<file path="config.mk">
export PLATFORM = sky130hd
export DESIGN_NAME = three_out_of_six_codec_flat
export DESIGN_NICKNAME = d
export VERILOG_FILES = /design/src/hw/rtl/tsc_pkg.sv /design/src/hw/rtl/tsc_if.sv /design/src/hw/rtl/tsc_queue.sv /design/src/hw/rtl/tsc_front.sv /design/src/hw/rtl/tsc_back.sv /design/src/hw/rtl/three_out_of_six_codec.sv /design/src/flat_wrapper.sv
export VERILOG_INCLUDE_DIRS = /design/src /design/src/hw/rtl
export SDC_FILE = /design/constraint.sdc
export NUM_CORES = 1
export LEC_CHECK = 0
export ABC_AREA = 1
export BUFFER_PORTS_ARGS = -buffer_cell sky130_fd_sc_hd__buf_2
export CAP_MARGIN = 20
export CORE_ASPECT_RATIO = 1.4
export CORE_MARGIN = 5
export CORE_UTILIZATION = 62
export DETAILED_ROUTE_END_ITERATION = 8
export PLACE_DENSITY = 0.83
export SLEW_MARGIN = 10
export SYNTH_ARGS = -nofsm -noshare
export SYNTH_HDL_FRONTEND = slang
export SYNTH_SLANG_ARGS = --single-unit
</file>
<file path="constraint.sdc">
create_clock -name clk -period 3.75 [get_ports clk]
set_input_delay 0.5625 -clock clk [delete_from_list [all_inputs] [get_ports clk]]
set_output_delay 0.5625 -clock clk [all_outputs]
set_load 0.01 [all_outputs]
</file>
<file path="src/hw/rtl/three_out_of_six_codec_macros.svh">
// ----------------------------------------------------------------------------
// three_out_of_six_codec_macros.svh
// Assertion macros shared by the codec RTL; ASSERT_OFF compiles them away.
// ----------------------------------------------------------------------------
`ifndef THREE_OUT_OF_SIX_CODEC_MACROS_SVH
`define THREE_OUT_OF_SIX_CODEC_MACROS_SVH

`ifndef ASSERT_OFF
// same-cycle implication, checked at every rising edge out of reset
`define TSC_ASSERT_IMP(lbl, clk, rst, ante, cons) \
  lbl: assert property (@(posedge clk) disable iff (rst) (ante) |-> (cons)) \
    else $error("tsc assertion failed");
// next-cycle implication
`define TSC_ASSERT_NXT(lbl, clk, rst, ante, cons) \
  lbl: assert property (@(posedge clk) disable iff (rst) (ante) |=> (cons)) \
    else $error("tsc assertion failed");
`else
`define TSC_ASSERT_IMP(lbl, clk, rst, ante, cons)
`define TSC_ASSERT_NXT(lbl, clk, rst, ante, cons)
`endif

`endif

</file>
<file path="src/hw/rtl/tsc_pkg.sv">
// ----------------------------------------------------------------------------
// tsc_pkg
// Shared types, constants and code-table functions of the 3-of-6 codec.
// ----------------------------------------------------------------------------
`timescale 1ns / 1ps

package tsc_pkg;

  // job queue between front and back
  localparam int QDepth = 2;
  localparam int QAw    = $clog2(QDepth);
  localparam int QCw    = $clog2(QDepth + 1);

  // three coded bytes per group
  localparam int ChipW  = 24;

  // nibble to 6-chip code table
  localparam logic [5:0] ChipCode [16] = '{
    6'h16, 6'h0D, 6'h0E, 6'h0B, 6'h1C, 6'h19, 6'h1A, 6'h13,
    6'h2C, 6'h25, 6'h26, 6'h23, 6'h34, 6'h31, 6'h32, 6'h29
  };

  typedef enum logic [1:0] {
    JK_ENC,   // three coded bytes
    JK_DEC,   // two plain bytes
    JK_END,   // bare end marker
    JK_ERR    // code error marker
  } job_kind_t;

  typedef struct packed {
    job_kind_t          kind;
    logic [ChipW-1:0]   data;
    logic               last;
  } job_t;

  function automatic logic [5:0] chip_of(input logic [3:0] nib);
    return ChipCode[nib];
  endfunction

  // returns {bad, nibble}; bad set when the code is not in the table
  function automatic logic [4:0] nibble_of(input logic [5:0] code);
    logic [4:0] res;
    res = 5'h10;
    for (int k = 0; k < 16; k++) begin
      if (ChipCode[k] == code) res = {1'b0, 4'(k)};
    end
    return res;
  endfunction

endpackage

</file>
<file path="src/hw/rtl/tsc_if.sv">
// ----------------------------------------------------------------------------
// tsc_if
// Valid/ready channel interfaces for codec input and result items.
// ----------------------------------------------------------------------------
`timescale 1ns / 1ps

interface tsc_in_if;
  logic       valid;
  logic       ready;
  logic [7:0] data_byte;
  logic       last_byte;

  modport source (output valid, data_byte, last_byte, input ready);
  modport sink   (input valid, data_byte, last_byte, output ready);
endinterface

interface tsc_out_if;
  logic       valid;
  logic       ready;
  logic [7:0] out_byte;
  logic       out_valid;
  logic       out_last;
  logic       code_error;

  modport source (output valid, out_byte, out_valid, out_last, code_error, input ready);
  modport sink   (input valid, out_byte, out_valid, out_last, code_error, output ready);
endinterface

</file>
<file path="src/hw/rtl/tsc_queue.sv">
// ----------------------------------------------------------------------------
// tsc_queue
// Two-entry job queue decoupling the front classifier from the result back end.
// ----------------------------------------------------------------------------
`timescale 1ns / 1ps

module tsc_queue (
  input  logic          clk,
  input  logic          rst,
  input  logic          push,
  input  tsc_pkg::job_t push_job,
  output logic          full,
  input  logic          pop,
  output logic          q_valid,
  output tsc_pkg::job_t head_job
);
  import tsc_pkg::*;

  job_t             mem [QDepth];
  logic [QAw-1:0]   wr_ptr;
  logic [QAw-1:0]   rd_ptr;
  logic [QCw-1:0]   count;

  assign full     = (count == QCw'(QDepth));
  assign q_valid  = (count != '0);
  assign head_job = mem[rd_ptr];

  // pointers and fill count
  always_ff @(posedge clk) begin
    if (rst) begin
      wr_ptr <= '0;
      rd_ptr <= '0;
      count  <= '0;
    end else begin
      if (push) wr_ptr <= (wr_ptr == QAw'(QDepth - 1)) ? '0 : wr_ptr + 1'b1;
      if (pop)  rd_ptr <= (rd_ptr == QAw'(QDepth - 1)) ? '0 : rd_ptr + 1'b1;
      if (push && !pop)      count <= count + 1'b1;
      else if (pop && !push) count <= count - 1'b1;
    end
  end

  // storage
  always_ff @(posedge clk) begin
    if (push) mem[wr_ptr] <= push_job;
  end

endmodule

</file>
<file path="src/hw/rtl/tsc_front.sv">
// ----------------------------------------------------------------------------
// tsc_front
// Accepts input bytes, gathers groups, maps codes and queues at most one job per group.
// ----------------------------------------------------------------------------
`timescale 1ns / 1ps

module tsc_front (
  input  logic          clk,
  input  logic          rst,
  input  logic          cfg_we,
  input  logic          cfg_wdata,
  tsc_in_if.sink        din,
  input  logic          q_full,
  output logic          push,
  output tsc_pkg::job_t push_job
);
  import tsc_pkg::*;

  logic        direction;
  logic [15:0] held_bytes;
  logic [1:0]  group_position;
  logic        discarding;

  logic [15:0] held_bytes_next;
  logic [1:0]  group_position_next;
  logic        discarding_next;
  logic        has_job;
  job_t        job;

  logic        accept;
  logic [7:0]  b0, b1;
  logic [23:0] chips;
  logic [4:0]  n0, n1, n2, n3;

  assign din.ready = !q_full;
  assign accept    = din.valid && din.ready;
  assign push      = accept && has_job;
  assign push_job  = job;

  // encode pairing
  assign b0 = (group_position == 2'd0) ? din.data_byte : held_bytes[7:0];
  assign b1 = (group_position == 2'd0) ? 8'h00 : din.data_byte;

  // decode lookups on the completed group
  assign chips = {held_bytes, din.data_byte};
  assign n0 = nibble_of(chips[23:18]);
  assign n1 = nibble_of(chips[17:12]);
  assign n2 = nibble_of(chips[11:6]);
  assign n3 = nibble_of(chips[5:0]);

  // classify the item and work out the group state
  always_comb begin
    held_bytes_next     = held_bytes;
    group_position_next = group_position;
    discarding_next     = discarding;
    has_job             = 1'b0;
    job.kind            = JK_ENC;
    job.data            = '0;
    job.last            = din.last_byte;
    if (!direction) begin
      if (group_position == 2'd0 && !din.last_byte) begin
        held_bytes_next     = {8'h00, din.data_byte};
        group_position_next = 2'd1;
      end else begin
        has_job             = 1'b1;
        job.kind            = JK_ENC;
        job.data            = {chip_of(b0[7:4]), chip_of(b0[3:0]),
                               chip_of(b1[7:4]), chip_of(b1[3:0])};
        held_bytes_next     = '0;
        group_position_next = 2'd0;
      end
    end else if (discarding) begin
      if (din.last_byte) begin
        held_bytes_next     = '0;
        group_position_next = 2'd0;
        discarding_next     = 1'b0;
      end
    end else if (group_position < 2'd2) begin
      if (din.last_byte) begin
        // partial group at frame end: drop it, mark the end
        held_bytes_next     = '0;
        group_position_next = 2'd0;
        has_job             = 1'b1;
        job.kind            = JK_END;
      end else begin
        held_bytes_next     = {held_bytes[7:0], din.data_byte};
        group_position_next = group_position + 2'd1;
      end
    end else begin
      held_bytes_next     = '0;
      group_position_next = 2'd0;
      has_job             = 1'b1;
      if (n0[4] || n1[4] || n2[4] || n3[4]) begin
        job.kind        = JK_ERR;
        discarding_next = !din.last_byte;
      end else begin
        job.kind = JK_DEC;
        job.data = {8'h00, n0[3:0], n1[3:0], n2[3:0], n3[3:0]};
      end
    end
  end

  // direction register and group state
  always_ff @(posedge clk) begin
    if (rst) begin
      direction      <= 1'b0;
      held_bytes     <= '0;
      group_position <= '0;
      discarding     <= 1'b0;
    end else if (cfg_we) begin
      direction      <= cfg_wdata;
      held_bytes     <= '0;
      group_position <= '0;
      discarding     <= 1'b0;
    end else if (accept) begin
      held_bytes     <= held_bytes_next;
      group_position <= group_position_next;
      discarding     <= discarding_next;
    end
  end

endmodule

</file>
<file path="src/hw/rtl/tsc_back.sv">
// ----------------------------------------------------------------------------
// tsc_back
// Takes jobs from the queue and emits their result items one per cycle while the output is ready.
// ----------------------------------------------------------------------------
`timescale 1ns / 1ps

module tsc_back (
  input  logic          clk,
  input  logic          rst,
  input  logic          q_valid,
  input  tsc_pkg::job_t head_job,
  output logic          pop,
  tsc_out_if.source     dout
);
  import tsc_pkg::*;

  job_t       cur;
  logic       busy;
  logic [1:0] step;

  logic       ovalid;
  logic [7:0] obyte;
  logic       ovld, olast, oerr;

  logic [1:0] final_step;
  logic [7:0] r_byte;
  logic       r_valid, r_last, r_err;
  logic       slot, fin;

  // result of the current step
  always_comb begin
    final_step = 2'd0;
    r_byte     = 8'h00;
    r_valid    = 1'b0;
    r_last     = 1'b1;
    r_err      = 1'b0;
    unique case (cur.kind)
      JK_ENC: begin
        final_step = 2'd2;
        r_valid    = 1'b1;
        r_last     = cur.last && (step == 2'd2);
        case (step)
          2'd0:    r_byte = cur.data[23:16];
          2'd1:    r_byte = cur.data[15:8];
          default: r_byte = cur.data[7:0];
        endcase
      end
      JK_DEC: begin
        final_step = 2'd1;
        r_valid    = 1'b1;
        r_last     = cur.last && (step == 2'd1);
        r_byte     = (step == 2'd0) ? cur.data[15:8] : cur.data[7:0];
      end
      JK_END: begin
        r_err = 1'b0;
      end
      JK_ERR: begin
        r_err = 1'b1;
      end
      default: begin
        r_err = 1'b0;
      end
    endcase
  end

  assign slot = !ovalid || dout.ready;
  assign fin  = busy && slot && (step == final_step);
  assign pop  = q_valid && (!busy || fin);

  // job sequencing and output valid
  always_ff @(posedge clk) begin
    if (rst) begin
      busy   <= 1'b0;
      step   <= '0;
      ovalid <= 1'b0;
    end else begin
      if (slot) ovalid <= busy;
      if (pop) begin
        busy <= 1'b1;
        step <= '0;
      end else if (fin) begin
        busy <= 1'b0;
      end else if (busy && slot) begin
        step <= step + 2'd1;
      end
    end
  end

  // job and output payload
  always_ff @(posedge clk) begin
    if (pop) cur <= head_job;
    if (slot && busy) begin
      obyte <= r_byte;
      ovld  <= r_valid;
      olast <= r_last;
      oerr  <= r_err;
    end
  end

  assign dout.valid      = ovalid;
  assign dout.out_byte   = obyte;
  assign dout.out_valid  = ovld;
  assign dout.out_last   = olast;
  assign dout.code_error = oerr;

endmodule

</file>
<file path="src/hw/rtl/three_out_of_six_codec.sv">
// ----------------------------------------------------------------------------
// three_out_of_six_codec
// Byte-stream 3-out-of-6 line codec. cfg_wdata selects the mode (0 encode,
// 1 decode) and a write drops any partial frame. Encode turns two bytes into
// three coded bytes (an odd last byte pairs with zero); decode turns three
// coded bytes into two bytes, ends a frame with a bare end marker on a
// trailing partial group and with one error item on a bad code, then skips
// the rest of that frame. Input items are taken one per cycle while the
// two-entry job queue has room; the back end emits one result item per
// cycle while the output is ready, so encode, not decode, is bound by it.
// Results pass through the job queue, job register and output register.
// ----------------------------------------------------------------------------
`timescale 1ns / 1ps
`include "three_out_of_six_codec_macros.svh"

module three_out_of_six_codec (
  input  logic       clk,
  input  logic       rst,
  input  logic       cfg_we,
  input  logic       cfg_wdata,
  tsc_in_if.sink     din,
  tsc_out_if.source  dout
);
  import tsc_pkg::*;

  logic q_full, q_valid, push, pop;
  job_t push_job, head_job;
  logic err_shape;

  // classify input items into jobs
  tsc_front u_front (
    .clk      (clk),
    .rst      (rst),
    .cfg_we   (cfg_we),
    .cfg_wdata(cfg_wdata),
    .din      (din),
    .q_full   (q_full),
    .push     (push),
    .push_job (push_job)
  );

  // job queue
  tsc_queue u_queue (
    .clk     (clk),
    .rst     (rst),
    .push    (push),
    .push_job(push_job),
    .full    (q_full),
    .pop     (pop),
    .q_valid (q_valid),
    .head_job(head_job)
  );

  // emit result items
  tsc_back u_back (
    .clk     (clk),
    .rst     (rst),
    .q_valid (q_valid),
    .head_job(head_job),
    .pop     (pop),
    .dout    (dout)
  );

  // an error item is a bare marker that ends the frame
  assign err_shape = !dout.out_valid && dout.out_last && (dout.out_byte == 8'h00);

  // checks
  `TSC_ASSERT_IMP(a_no_push_full, clk, rst, push, !q_full)
  `TSC_ASSERT_IMP(a_pop_has_job, clk, rst, pop, q_valid)
  `TSC_ASSERT_IMP(a_err_marker, clk, rst, dout.valid && dout.code_error, err_shape)
  `TSC_ASSERT_NXT(a_out_hold, clk, rst, dout.valid && !dout.ready, dout.valid && $stable(dout.out_byte))

endmodule

</file>
<file path="src/flat_wrapper.sv">
// flat-port wrapper written by rule: the top's interface ports become plain ports
module three_out_of_six_codec_flat import tsc_pkg::*;
  (clk, rst, cfg_we, cfg_wdata, din_valid, din_data_byte, din_last_byte, din_ready, dout_valid, dout_out_byte, dout_out_valid, dout_out_last, dout_code_error, dout_ready);
  tsc_in_if din_i ();
  tsc_out_if dout_i ();
  input  logic clk;
  input  logic rst;
  input  logic cfg_we;
  input  logic cfg_wdata;
  input wire logic [$bits(din_i.valid)-1:0] din_valid;
  input wire logic [$bits(din_i.data_byte)-1:0] din_data_byte;
  input wire logic [$bits(din_i.last_byte)-1:0] din_last_byte;
  output wire logic [$bits(din_i.ready)-1:0] din_ready;
  output wire logic [$bits(dout_i.valid)-1:0] dout_valid;
  output wire logic [$bits(dout_i.out_byte)-1:0] dout_out_byte;
  output wire logic [$bits(dout_i.out_valid)-1:0] dout_out_valid;
  output wire logic [$bits(dout_i.out_last)-1:0] dout_out_last;
  output wire logic [$bits(dout_i.code_error)-1:0] dout_code_error;
  input wire logic [$bits(dout_i.ready)-1:0] dout_ready;
  assign din_i.valid = din_valid;
  assign din_i.data_byte = din_data_byte;
  assign din_i.last_byte = din_last_byte;
  assign din_ready = din_i.ready;
  assign dout_valid = dout_i.valid;
  assign dout_out_byte = dout_i.out_byte;
  assign dout_out_valid = dout_i.out_valid;
  assign dout_out_last = dout_i.out_last;
  assign dout_code_error = dout_i.code_error;
  assign dout_i.ready = dout_ready;
  three_out_of_six_codec u_core (.clk(clk), .rst(rst), .cfg_we(cfg_we), .cfg_wdata(cfg_wdata), .din(din_i), .dout(dout_i));
endmodule
</file>
==> reports/metrics.yaml, run 1 <==
synthesis:
  synthArstFlopShare_pct: 0
  postSynthAreaPerCell_um2: 8.17
  ys_ff_latch: 120
  syn_area_um2: 6490
  synth_edf_count: 92
  syn_nets: 814
  yosysSeqAreaShare_pct: 51.2
  ys.flop_type: "edfxtp_1"
  syn_inst: 794
  yosysWarningCount: 0
  ys_types: 36
timing:
  drv_slew: 0
  tightest_slew_ns: 1.04
  hold_viol: 0
  setup_tns_ns: 0
  fin_crit_sh_pct: 90.6
  fin_ws_ns: 0.351
  fin_crit_ns: 3.40
  skew_ns: 0.0108
  setup_viol: 0
  relSlewSlack_pct: 30.7
  fmax_mhz: 294
  grt_setup_unrepaired: "no"
pwr:
  swShare_pct: 34.2
  powerDensity_nw_per_um2: 656
  pwr-share-clk_pct: 31.8
  internal_power_w: 0.00313
  ir_drop_mv: 0.382
  share_seq_of_total_power_pct: 43.7
  p_leak_nw: 3.24
  comb_power_share_pct: 24.6
  p_switching_w: 0.00163
clocking:
  cts_buffer_depth: 2
  path_clk_slew_ns: 0.06
  clk_latency_ns: 0.41
  cts_resized: 0
  ctsHoldBuffers: 0
  cts_buffers: 17
  root_buffer: "clkbuf_16"
  postCtsSetupBuffers: 0
  cts_tree: "done"
  cts.sinks: 120
  cts_max_level: 4
place:
  portBuffers: 27
  gp_congestion: 0.987
  place_ws_ns: 0.475
  hpwl_um: 11300
outcome:
  run_status: "complete, no violations"
floorplanning:
  initial_utilization_pct: 63.0
  num_rows: 44
  coreArea_um2: 10300
  chipHeight_um: 131
  die_area_um2: 12600
  fp.dieW_um: 96.5
  num_io_pins: 28
final_layout:
  drive_above_1_share_pct: 14.4
  finalNetCount: 842
  final.fill_count: 800
  final_cell_mix: "nand2_1, edfxtp_1, nand3_1"
  diodes: 0
  area_growth_pct: 12.1
  layout_commonest_cell: "nand2_1"
critical_path:
  crit_type: "flip-flop to flip-flop"
  end_kind: "flip-flop"
  worstPathArrival_ns: 3.46
  required_ns: 3.81
  critPathMaxFanout: 27
  start_kind: "flip-flop"
route:
  drc: 0
  drtPass1Iterations: 7
  vias_per_cell: 5.83
  wl_um: 15700
  wl_per_cell_um: 16.1
  num_vias: 5670
  antenna_left: 0
  drt_iter0_markers: 358
grt:
  grt_max_degree: 37
  grt_pass1_wl_um: 25400
  grt-ovfl-total: 0
  antenna_found_initial: 0
  grt_usage_pct: 26.4
  grt_pass1_vias: 5513
flow_run:
  drv_cap: 0
min_path:
  hp-class: "input port to flip-flop"
## power by group through the flow
stage | registers (W) | logic [W] | clock network (W)
after floorplan | 0.00204 | 0.000851 | 0
after global placement | 0.00209 | 0.00110 | 0
after detailed placement | 0.00210 | 0.00115 | 0
after CTS | 0.00208 | 0.00117 | 0.00152
after global routing | 0.00211 | 0.00132 | 0.00159
final | 0.00208 | 0.00117 | 0.00151
## critical path, cell delays in order (launching register included)
cell and delay [ns]:
dfxtp_1 0.33, inv_1 0.10, ha_1 0.43, inv_1 0.19, nor2_1 0.07, nor2_1 0.64, inv_1 0.35, a21oi_1 0.33
inv_1 0.13, nor2_2 0.11, buf_4 0.35
## metrics by stage
stage	total power (W)	cells	utilization (%)	hold WS [ns]	area, µm²
global placement	0.00319	941	65.2	0.455	6720
CTS	0.00478	973	70.6	0.374	7270
global route	0.00503	973	70.6	0.390	7270
floorplan	0.00289	794	-	0.441	6490
finish	0.00477	973	70.6	0.395	7270
detailed placement	0.00326	941	65.2	0.481	6720
## Yosys cell counts, types with 3 or more instances
cell type	number	area, µm²
edfxtp_1	92	2760
nand2_1	208	781
nor2_2	19	119
clkbuf_1	17	63.8
nand2_2	5	31.3
dfxtp_1	28	561
nor2_4	6	67.6
nand3_2	4	40.0
nor2_1	77	289
ha_1	5	62.6
nor3_1	3	15.0
inv_1	74	278
inv_2	18	67.6
o211ai_1	4	30.0
a211oi_1	18	135
nand4_1	27	169
o21ai_0	45	225
a21oi_1	36	180
nand3_1	88	440
## layer usage
layer	wire [µm]	up-vias	track usage, %	part of all wire [%]
met1	5810	2624	27.9	37
met5	0	-	0	0
met4	770	0	14.4	4.9
met2	8430	227	48.8	54
li1	-	2750	-	-
met3	689	69	4.70	4.4
## kinds of logic after synthesis
| group | count (synthesis) | share of synthesized area, % |
|---|---|---|
| AND/OR/NAND/NOR | 440 | 30.6 |
| XOR/XNOR | 1 | 0.135 |
| flip-flops | 120 | 51.2 |
| AO/OA/AOI/OAI | 113 | 9.93 |
| adder cells (fa/ha/maj) | 5 | 0.964 |
| buffers and inverters | 115 | 7.10 |
## path summary, 6_finish.rpt
kind	from	to	slack, ns	depth (start not counted)
max	u_core.u_front.group_position[1]$_SDFFE_PP0P_	u_core.u_queue.mem[1][15]$_DFFE_PP_	0.35	10
min	rst	u_core.u_back.dout.valid$_SDFFE_PP0N_	0.40	2
max reg2reg	u_core.u_front.group_position[1]$_SDFFE_PP0P_	u_core.u_queue.mem[1][15]$_DFFE_PP_	0.35	10
min reg2reg	u_core.u_back.busy$_SDFFE_PP0P_	u_core.u_back.dout.valid$_SDFFE_PP0N_	0.50	2
## final cells by class
| type | instances | area (µm²) | area share [%] |
|---|---|---|---|
| Tap cell | 138 | 173 | 2.37 |
| Multi-Input combinational cell | 559 | 2710 | 37.3 |
| Inverter | 94 | 353 | 4.85 |
| Sequential cell | 120 | 3320 | 45.7 |
| Clock inverter | 13 | 91.3 | 1.26 |
| Clock buffer | 19 | 464 | 6.38 |
| Timing Repair Buffer | 30 | 158 | 2.17 |
## state kept, by name, summed over array words and instances, names as in the netlist, 2 cells and up
register	cells
u_core.u_back.step	2
u_core.u_queue.count	2
u_core.u_back.dout.out_byte	8
u_core.u_front.group_position	2
u_core.u_queue.mem	54
u_core.u_front.held_bytes	16
u_core.u_back.cur	27
Note: power is estimated with default switching activity, not from simulation.
==> run 2: changes to the inputs <==
==> constraint.sdc (replaced) <==
create_clock -name clk -period 3.75 [get_ports clk]
set_input_delay 0.375 -clock clk [delete_from_list [all_inputs] [get_ports clk]]
set_output_delay 0.375 -clock clk [all_outputs]
set_load 0.01 [all_outputs]
==> run 2 against run 1 <==
  * Non-clock buffer count is 2 higher
  * Flip-flop and latch count stayed put
  * Hold slack worse by 0.20 ns
  * Global-route usage is 0.41 points higher
  * Critical endpoint is now u_core.u_queue.mem[1][13]$_DFFE_PP_
  * Largest cell class unchanged
==> reports/metrics.yaml, run 2 (synthesis results as in run 1) <==
flow_run:
  drv_cap: 0  # unchanged
grt:
  grt_util_met2_pct: 50.2  # +1.4 points
  top_usage_layer: "met2"
  gr-usage-met3_pct: 4.81  # +0.11 points
  grt_usage_pct: 26.8  # +0.41 points
  grt_pass1_wl_um: 25900  # +1.7%
  antenna_found_initial: 0  # unchanged
  grt_max_degree: 37  # unchanged
  grt_pass1_vias: 5553  # +0.73%
  grt-ovfl-total: 0  # unchanged
  use_met1_pct: 27.7  # -0.14 points
timing:
  fmax_mhz: 295  # +0.33%
  hold_viol: 0  # unchanged
  relSlewSlack_pct: 33.8  # +3.1 points
  grt_setup_unrepaired: "no"
  drv_slew: 0  # unchanged
  setup_tns_ns: 0  # unchanged
  fin_crit_sh_pct: 90.3  # -0.29 points
  tightest_slew_ns: 0.991  # -0.0438 ns
  skew_ns: 0.0103  # -0.000465 ns
  setup_viol: 0  # unchanged
  fin_crit_ns: 3.39  # -0.0111 ns
  fin_ws_ns: 0.363  # +0.0111 ns
route:
  drtPass1Iterations: 5  # -2
  vias_per_cell: 5.78  # -0.86%
  wl_per_cell_um: 16.0  # -0.84%
  num_vias: 5633  # -0.65%
  drc: 0  # unchanged
  wl_um: 15600  # -0.64%
  antenna_left: 0  # unchanged
  drt_iter0_markers: 380  # +6.1%
final_layout:
  layout_commonest_cell: "nand2_1"
  final_cell_mix: "nand2_1, edfxtp_1, nand3_1"
  diodes: 0  # unchanged
  final.fill_count: 783  # -2.1%
  multi_input_area_um2: 2710  # unchanged
  seqCellArea_um2: 3320  # unchanged
  top_regs: "u_core.u_queue.mem x54, u_core.u_back.cur x27, u_core.u_front.held_bytes x16"
  area_growth_pct: 13.4
  largest_reg_flops: 54  # unchanged
  drive_above_1_share_pct: 14.6  # +0.20 points
  post-route-util_pct: 71.5  # +0.84 points
  finalNetCount: 844  # +0.24%
  largest_register: "u_core.u_queue.mem"
clocking:
  path_clk_slew_ns: 0.06  # about the same
  cts_buffers: 17  # unchanged
  root_buffer: "clkbuf_16"
  ctsHoldBuffers: 0  # unchanged
  cts.sinks: 120  # unchanged
  cts_max_level: 4  # unchanged
  cts_resized: 0  # unchanged
  clk_latency_ns: 0.41  # about the same
  cts_tree: "done"
  cts_buffer_depth: 2  # unchanged
  postCtsSetupBuffers: 0  # unchanged
critical_path:
  cpMaxStageDelayCell: "nor2_1"
  critical-path-max-stage-delay_ns: 0.63  # about the same
  required_ns: 3.82  # about the same
  reg2reg_depth: 10  # unchanged
  end_kind: "flip-flop"
  crit_type: "flip-flop to flip-flop"
  start_kind: "flip-flop"
  path_common_cell: "inv_1"
  timing.rr.start: "u_core.u_front.group_position[1]$_SDFFE_PP0P_"
  r2r_setup_slack_ns: 0.36  # about the same
  critPathMaxFanout: 26  # -3.7%
  worstPathArrival_ns: 3.46  # about the same
  timing.rr.end: "u_core.u_queue.mem[1][13]$_DFFE_PP_"
  path_cells: "inv_1 -> ha_1 -> inv_1 -> nor2_1 -> nor2_1 -> inv_1 -> a21oi_1 -> inv_1 -> nor2_2 -> buf_4"
place:
  gp_congestion: 0.952  # -3.5%
  hpwl_um: 11200  # -1.1%
  place_ws_ns: 0.479  # +0.00432 ns
  portBuffers: 27  # unchanged
min_path:
  min_to: "u_core.u_back.busy$_SDFFE_PP0P_"
  min_from: "rst"
  hold_path_depth: 2  # unchanged
  hp-class: "input port to flip-flop"
floorplanning:
  coreArea_um2: 10300  # unchanged
  initial_utilization_pct: 63.0  # unchanged
  chipHeight_um: 131  # unchanged
  die_area_um2: 12600  # unchanged
  num_rows: 44  # unchanged
  fp.dieW_um: 96.5  # unchanged
  num_io_pins: 28  # unchanged
pwr:
  ir_drop_mv: 0.366  # -4.2%
  powerDensity_nw_per_um2: 675  # +3.0%
  p_leak_nw: 3.27  # +0.91%
outcome:
  run_status: "complete, no violations"
run 2: cell count changes in the layout (fill, tap and decap cells not counted), moves of 2 or more:
cell,delta
inv_4,-3
bufinv_16,+2
clkinvlp_4,+2
clkinv_2,-2
buf_4,+2
run 2: critical path: cells and delay by family (launching register included):
kind                     cells  cell delay (ns)
AND/OR/NAND/NOR              3             0.86
flip-flops                   1             0.33
AO/OA/AOI/OAI                1             0.34
buffers and inverters        5             1.09
adder cells (fa/ha/maj)      1             0.43
run 2: final cells by class:
| type | count | share of cell area (%) |
|---|---|---|
| sequential | 120 | 45.2 |
| clock inverter | 12 | 1.87 |
| multi-input combinational | 559 | 36.8 |
| timing repair buffer | 32 | 2.35 |
| inverter | 94 | 4.80 |
| tap | 138 | 2.35 |
| clock buffer | 20 | 6.65 |
run 2: power breakdown:
part | internal [W] | switching, W
sequential | 0.00190 | 0.000153
combinational | 0.000340 | 0.000884
clock | 0.00108 | 0.000613
total | 0.00332 | 0.00165
run 2: stage by stage:
stage          power (W)  cell area, µm²  hold WS, ns  instances
2_1_floorplan    0.00289            6490        0.441        794
3_3_place_gp     0.00318            6720        0.455        942
3_5_place_dp     0.00326            6720        0.481        942
4_1_cts          0.00497            7350        0.176        974
5_1_grt          0.00524            7360        0.184        975
6_report         0.00497            7360        0.196        975
run 2: metal layers:
| layer | part of all wire [%] | up-vias |
|---|---|---|
| met4 | 4.6 | 0 |
| met5 | 0 | - |
| met2 | 55 | 231 |
| met3 | 4.5 | 64 |
| li1 | - | 2749 |
| met1 | 36 | 2589 |
run 2: how the worst max path moves through the flow:
stage | from | endpoint | slack [ns] | cells after the start
floorplan | u_core.u_front.group_position[1]$_SDFFE_PP0P_ | u_core.u_queue.mem[1][0]$_DFFE_PP_ | 0.52 | 10
global placement | u_core.u_front.group_position[1]$_SDFFE_PP0P_ | u_core.u_queue.mem[1][20]$_DFFE_PP_ | 0.61 | 10
global route | u_core.u_front.group_position[1]$_SDFFE_PP0P_ | u_core.u_queue.mem[1][21]$_DFFE_PP_ | 0.02 | 10
CTS | u_core.u_front.group_position[1]$_SDFFE_PP0P_ | u_core.u_queue.mem[1][10]$_DFFE_PP_ | 0.40 | 10
detailed placement | u_core.u_front.group_position[1]$_SDFFE_PP0P_ | u_core.u_queue.mem[1][20]$_DFFE_PP_ | 0.48 | 10
finish | u_core.u_front.group_position[1]$_SDFFE_PP0P_ | u_core.u_queue.mem[1][13]$_DFFE_PP_ | 0.36 | 10
